### config.mk
export PLATFORM = sky130hd
export DESIGN_NAME = tws_cfg
export DESIGN_NICKNAME = d
export VERILOG_FILES = /design/src/rtl/core/tws_pkg.sv /design/src/rtl/core/tws_cfg.sv
export SDC_FILE = /design/constraint.sdc
export NUM_CORES = 1
export LEC_CHECK = 0
export BUFFER_PORTS_ARGS = -buffer_cell sky130_fd_sc_hd__buf_2
export CAP_MARGIN = 20
export CORE_AREA = 2 2 100 102
export CTS_BUF_LIST = sky130_fd_sc_hd__clkbuf_16
export DETAILED_ROUTE_END_ITERATION = 12
export DIE_AREA = 0 0 102 104
export PLACE_DENSITY = 0.48
export SYNTH_ARGS = -nofsm -noshare
export SYNTH_HDL_FRONTEND = slang
export SYNTH_SLANG_ARGS = --single-unit
### constraint.sdc
create_clock -name clk -period 1.3 [get_ports clk]
set_input_delay 0.26 -clock clk [delete_from_list [all_inputs] [get_ports clk]]
set_output_delay 0.26 -clock clk [all_outputs]
set_load 0.005 [all_outputs]
### src/rtl/core/tws_pkg.sv
// ---------------------------------------------------------------------------
// tws_pkg
// Shared types and constants of the timed register write sequencer.
// ---------------------------------------------------------------------------
`default_nettype none

package tws_pkg;

  // request codes
  localparam logic [2:0] REQ_LOAD    = 3'd0;
  localparam logic [2:0] REQ_START   = 3'd1;
  localparam logic [2:0] REQ_STOP    = 3'd2;
  localparam logic [2:0] REQ_TICK    = 3'd3;
  localparam logic [2:0] REQ_SILENCE = 3'd4;

  // configuration register indexes (byte address is 4 * index)
  localparam logic [2:0] CFG_SHORT_DELAY = 3'd0;
  localparam logic [2:0] CFG_LONG_DELAY  = 3'd1;
  localparam logic [2:0] CFG_TABLE_LEN   = 3'd2;
  localparam logic [2:0] CFG_SONG_LEN    = 3'd3;
  localparam logic [2:0] CFG_LOOP        = 3'd4;
  localparam logic [2:0] CFG_KEY_REPORT  = 3'd5;

  localparam int CFG_ADDR_W = 5;
  localparam int LEN_W      = 15;
  localparam int POS_W      = 16;

  // chip register numbers
  localparam logic [7:0] KEY_LO      = 8'hB0;
  localparam logic [7:0] KEY_HI      = 8'hB8;
  localparam logic [7:0] RHYTHM_REG  = 8'hBD;
  localparam int         KEY_CHANS   = 9;
  localparam int         SIL_WRITES  = 2 * KEY_CHANS + 1;
  localparam int         SIL_CNT_W   = 5;

  typedef struct packed {
    logic [7:0]       short_delay_code;
    logic [7:0]       long_delay_code;
    logic [LEN_W-1:0] code_table_length;
    logic [LEN_W-1:0] song_length;
    logic             loop_enable;
    logic             key_report_enable;
  } cfg_t;

  typedef struct packed {
    logic [8:0] reg_address;
    logic [7:0] reg_value;
    logic       key_valid;
    logic [4:0] key_code;
    logic       is_playing;
    logic       last_write;
  } res_t;

endpackage

`default_nettype wire

### src/rtl/core/tws_cfg.sv
// ---------------------------------------------------------------------------
// tws_cfg
// APB-style configuration register file of the sequencer.
// ---------------------------------------------------------------------------
`default_nettype none

module tws_cfg (
  input  wire logic                           clk,
  input  wire logic                           rst_n,
  input  wire logic                           psel,
  input  wire logic                           penable,
  input  wire logic                           pwrite,
  input  wire logic [tws_pkg::CFG_ADDR_W-1:0] paddr,
  input  wire logic [31:0]                    pwdata,
  output logic      [31:0]                    prdata,
  output logic                                pready,
  output tws_pkg::cfg_t                       cfg
);
  import tws_pkg::*;

  cfg_t       cfg_r;
  cfg_t       cfg_nxt;
  logic       wr_en;
  logic [2:0] idx;

  assign pready = 1'b1;
  assign wr_en  = psel && penable && pwrite;
  assign idx    = paddr[CFG_ADDR_W-1:2];

  always_comb begin
    cfg_nxt = cfg_r;
    if (wr_en) begin
      case (idx)
        CFG_SHORT_DELAY: cfg_nxt.short_delay_code  = pwdata[7:0];
        CFG_LONG_DELAY:  cfg_nxt.long_delay_code   = pwdata[7:0];
        CFG_TABLE_LEN:   cfg_nxt.code_table_length = pwdata[LEN_W-1:0];
        CFG_SONG_LEN:    cfg_nxt.song_length       = pwdata[LEN_W-1:0];
        CFG_LOOP:        cfg_nxt.loop_enable       = pwdata[0];
        CFG_KEY_REPORT:  cfg_nxt.key_report_enable = pwdata[0];
        default:         cfg_nxt = cfg_r;
      endcase
    end
  end

  always_ff @(posedge clk) begin
    if (!rst_n) begin
      cfg_r <= '0;
    end else begin
      cfg_r <= cfg_nxt;
    end
  end

  always_comb begin
    case (idx)
      CFG_SHORT_DELAY: prdata = {24'd0, cfg_r.short_delay_code};
      CFG_LONG_DELAY:  prdata = {24'd0, cfg_r.long_delay_code};
      CFG_TABLE_LEN:   prdata = {17'd0, cfg_r.code_table_length};
      CFG_SONG_LEN:    prdata = {17'd0, cfg_r.song_length};
      CFG_LOOP:        prdata = {31'd0, cfg_r.loop_enable};
      CFG_KEY_REPORT:  prdata = {31'd0, cfg_r.key_report_enable};
      default:         prdata = '0;
    endcase
  end

  assign cfg = cfg_r;

endmodule

`default_nettype wire

* After elaboration in Yosys (flattened, before gate mapping) *
Cells that the tools add are included.

storage, ports and cells
  flip-flop bits (word level) = 48
  bits of input ports = 42
  output and inout port bits = 81
  logic and storage cells = 21

operators by class
  equal/unequal tests = 5
  muxes and demuxes = 1
  reduce and logical (&&, ||, !) cells = 9

operators by type and width
  cell                                           count
  case mux 15 bit (6 select lines)               1
  AND reduction 2 bit                            6
  == test 3 x 2 -> 1 bit, second input constant  2
  == test 3 bit, second input constant           2
  == test 3 x 1 -> 1 bit, second input constant  1
  logical NOT 3 bit                              1
  logical AND 1 bit                              2

* Longest topological paths before layout *
  depth after elaboration = 3
  depth in mapped cells = 5
  depth with buffers taken out = 3

* Worst setup path after synthesis *
OpenSTA, ideal clock, no wires.

  kind = input to output
  from = input port paddr[2] (netlist bit)
  to = output port prdata[0]
  arrival time = 1.035 ns
  required time = 1.040 ns
  setup slack = 0.005 ns
  cell stages on the path = 4
  buffers on the path = 2
  cell sequence = buf_2 buf_2 o32a_1 o21ai_0

on the way
  cells in the longest elaborated chain, start to end = 2
  elaborated cells between the ends (all ways) = 7
  those cells by class = eq/ne (5); mux (1); reduce/logical (1)

RTL lines
  item                                   RTL line       RTL
  start: declaration                     tws_cfg.sv:13  input wire logic [tws_pkg::CFG_ADDR_W-1:0] paddr,
  == test 3 bit (tied with other cells)  tws_cfg.sv:54  case (idx)
  case mux 15 bit (6 select lines) *     tws_cfg.sv:54
  end: declaration                       tws_cfg.sv:15  output logic [31:0] prdata,

Mark *: on every way between the ends. The rest lies on a longest branch, timed or not.

* Worst setup path in the final report *
  from = register cfg_r, in the netlist cfg[6]
  to = output port prdata[4]

on the way
  cells in the longest elaborated chain, start to end = 1

RTL lines
  item                              RTL line       RTL
  start: declaration                tws_cfg.sv:21  cfg_t cfg_r;
  start signal: assignment          tws_cfg.sv:49  cfg_r <= cfg_nxt;
  case mux 15 bit (6 select lines)  tws_cfg.sv:54

No other way between the ends.

==> flow_summary.json <==
{
  "post-route-util_pct": 34.60,
  "antenna_left": 0,
  "die_area_sq_um": 10610,
  "hold_violations": 0,
  "clockBufferDepth": 2,
  "coreArea_sq_um": 9549,
  "largest_register_ffs": 48,
  "synth-seq-area-share_pct": 41.03,
  "hp-class": "input port to register",
  "maxCapViolations": 0,
  "viasPerCell": 4.176,
  "fp.dieH_microns": 104,
  "grt_max_degree": 37,
  "fin_crit_ns": 1.578,
  "overflow": 0,
  "area_growth_pct": 41.08,
  "setup_tns_ns": -1.948,
  "num_vias": 2017,
  "cts-buffers-inserted": 5,
  "arrival_ns": 1.32,
  "path_max_fanout": 2,
  "layout_common_cells": "buf_2 (83), nand2_1 (62), mux2i_1 (56)",
  "path_class": "register to output pin",
  "port_buffers": 85,
  "ir_drop_uv": 487.5,
  "status": "complete, but fails checks",
  "first_iter_violations": 46,
  "cts-root-buf": "clkbuf_16",
  "floorplan.initialDensity_pct": 24.53,
  "routabilityCongestion": 0.7184,
  "drc": 0,
  "fin_skew_ns": 0,
  "fill_cells": 1017,
  "power_density_nw_per_um2": 900.6,
  "layout_setup_ws_ns": -0.2779,
  "multi_input_comb_area_sq_um": 1235,
  "final_layout_size_suffix_gt1_share_pct": 44.86,
  "grt_pass1_wl_microns": 10120,
  "ys_ff_latch": 48,
  "rsz0062_at_grt": "yes",
  "end_kind": "output pin",
  "layout_commonest_cell": "buf_2",
  "clock-sinks": 48,
  "htree_levels": 2,
  "setup_violations": 8,
  "place_hpwl_microns": 4811,
  "rows": 36,
  "grt_pass1_vias": 1902,
  "ys_warn_count": 0,
  "cp.required_ns": 1.04,
  "syn_area_sq_um": 2342,
  "insertion_delay_ns": 0.28,
  "boundaryPins": 123,
  "antenna_found_initial": 0,
  "power_leakage_nw": 1.568,
  "fp.dieW_microns": 102,
  "synth_cell_types": 23,
  "fin_crit_sh_pct": 121.4,
  "nets": 391,
  "grt_usage_pct": 12.22,
  "slew_viol_final": 0,
  "routed_wl_microns": 6520,
  "n_antenna_cell": 0,
  "start_kind": "register",
  "avgSynthCellArea_sq_um": 9.883,
  "firstDrtPassIters": 4,
  "cts_tree": "done",
  "violations": "negative setup slack",
  "timing.fmax_ghz": 0.6337,
  "wl_per_cell_microns": 13.50,
  "seq_area_sq_um": 980.9,
  "path_clk_slew_ns": 0.06,
  "synth_cells": 237
}
cell usage after synthesis (all sizes together):
| cell | n | share of area (%) |
|---|---|---|
| buf | 26 | 8.4 |
| clkbuf | 8 | 1.3 |
| conb | 2 | 0.32 |
| dfxtp | 48 | 41 |
| mux2i | 56 | 24 |
| mux4 | 7 | 6.7 |
| nand2 | 62 | 9.9 |
| nand2b | 2 | 0.53 |
| nand4 | 1 | 0.27 |
| nand4b | 1 | 1.0 |
| nor2 | 9 | 2.1 |
| nor2b | 7 | 1.9 |
| nor3b | 1 | 0.32 |
| o211ai | 1 | 0.32 |
| o21ai | 1 | 0.21 |
| o311ai | 1 | 0.37 |
| o31ai | 1 | 0.32 |
| o32a | 1 | 0.43 |
| o41ai | 1 | 0.37 |
| or3 | 1 | 0.27 |
layer usage:
metal  track usage [%]  vias to the layer above  wire length (microns)  part of all wire [%]
li1                  -                      989                      -                     -
met1             17.63                      958                   3166                    49
met2             18.56                       66                   2976                    46
met3             2.419                        4                    321                   4.9
met4             3.143                        0                     55                  0.84
met5                 0                        -                      0                     0
power by group:
| part | internal (mW) | switching [mW] |
|---|---|---|
| Sequential | 1.48 | 0.00725 |
| Clock | 0.693 | 0.522 |
| Combinational | 0.119 | 0.152 |
| Total | 2.29 | 0.682 |
area by class of cell:
cell class / instances / share of cell area [%]
well taps: 133 / 5.036
clock inverters: 3 / 0.3408
flip-flops and latches: 48 / 29.69
clock buffers: 5 / 3.786
multi-input cells: 171 / 37.37
repair buffers: 123 / 23.78
worst max-delay path, cell delays in order (launching register included):
cell and delay, ns:
dfxtp_2 0.33, mux4_2 0.45, nor2b_1 0.14, buf_2 0.12
worst paths after layout:
check | slack, ns | endpoint | startpoint | depth (start not counted)
setup / recovery | -0.28 | prdata[4] | cfg[6]$_SDFFE_PN0P_ | 3
hold / removal | 0.26 | cfg[10]$_SDFFE_PN0P_ | pwdata[8] | 3
setup reg to reg | 0.47 | cfg[1]$_SDFFE_PN0P_ | cfg[1]$_SDFFE_PN0P_ | 3
hold reg to reg | 0.47 | cfg[35]$_SDFFE_PN0P_ | cfg[35]$_SDFFE_PN0P_ | 2
per-stage QoR:
step	setup WS, ns	instances	power [mW]	hold slack (ns)	instance area, sq um
detailed placement	-0.3402	468	1.775	0.4610	3043
finish	-0.2779	483	2.976	0.2570	3304
global route	-0.3170	483	3.111	0.2641	3304
CTS	-0.2847	482	3.025	0.2504	3283
floorplan	0.004820	253	1.697	0.4245	2402
global placement	-0.3404	468	1.774	0.4578	3043
cells by family after synthesis:
family                 share of synthesized area [%]
AOI/OAI and AO/OA                              2.030
buffers and inverters                          9.669
and+or+nand+nor                                16.29
DFF                                            41.03
other                                         0.3206
muxes                                          30.66
timing repair:
| item | in CTS | in global routing |
|---|---|---|
| setup buffers | 6 | 1 |
| gates resized for setup | 24 | 5 |
| hold endpoints to repair | 0 | 0 |
| hold buffers | 0 | 0 |
| endpoints found under the setup margin | 15 | 14 |
Note: power is estimated with default switching activity, not from simulation.
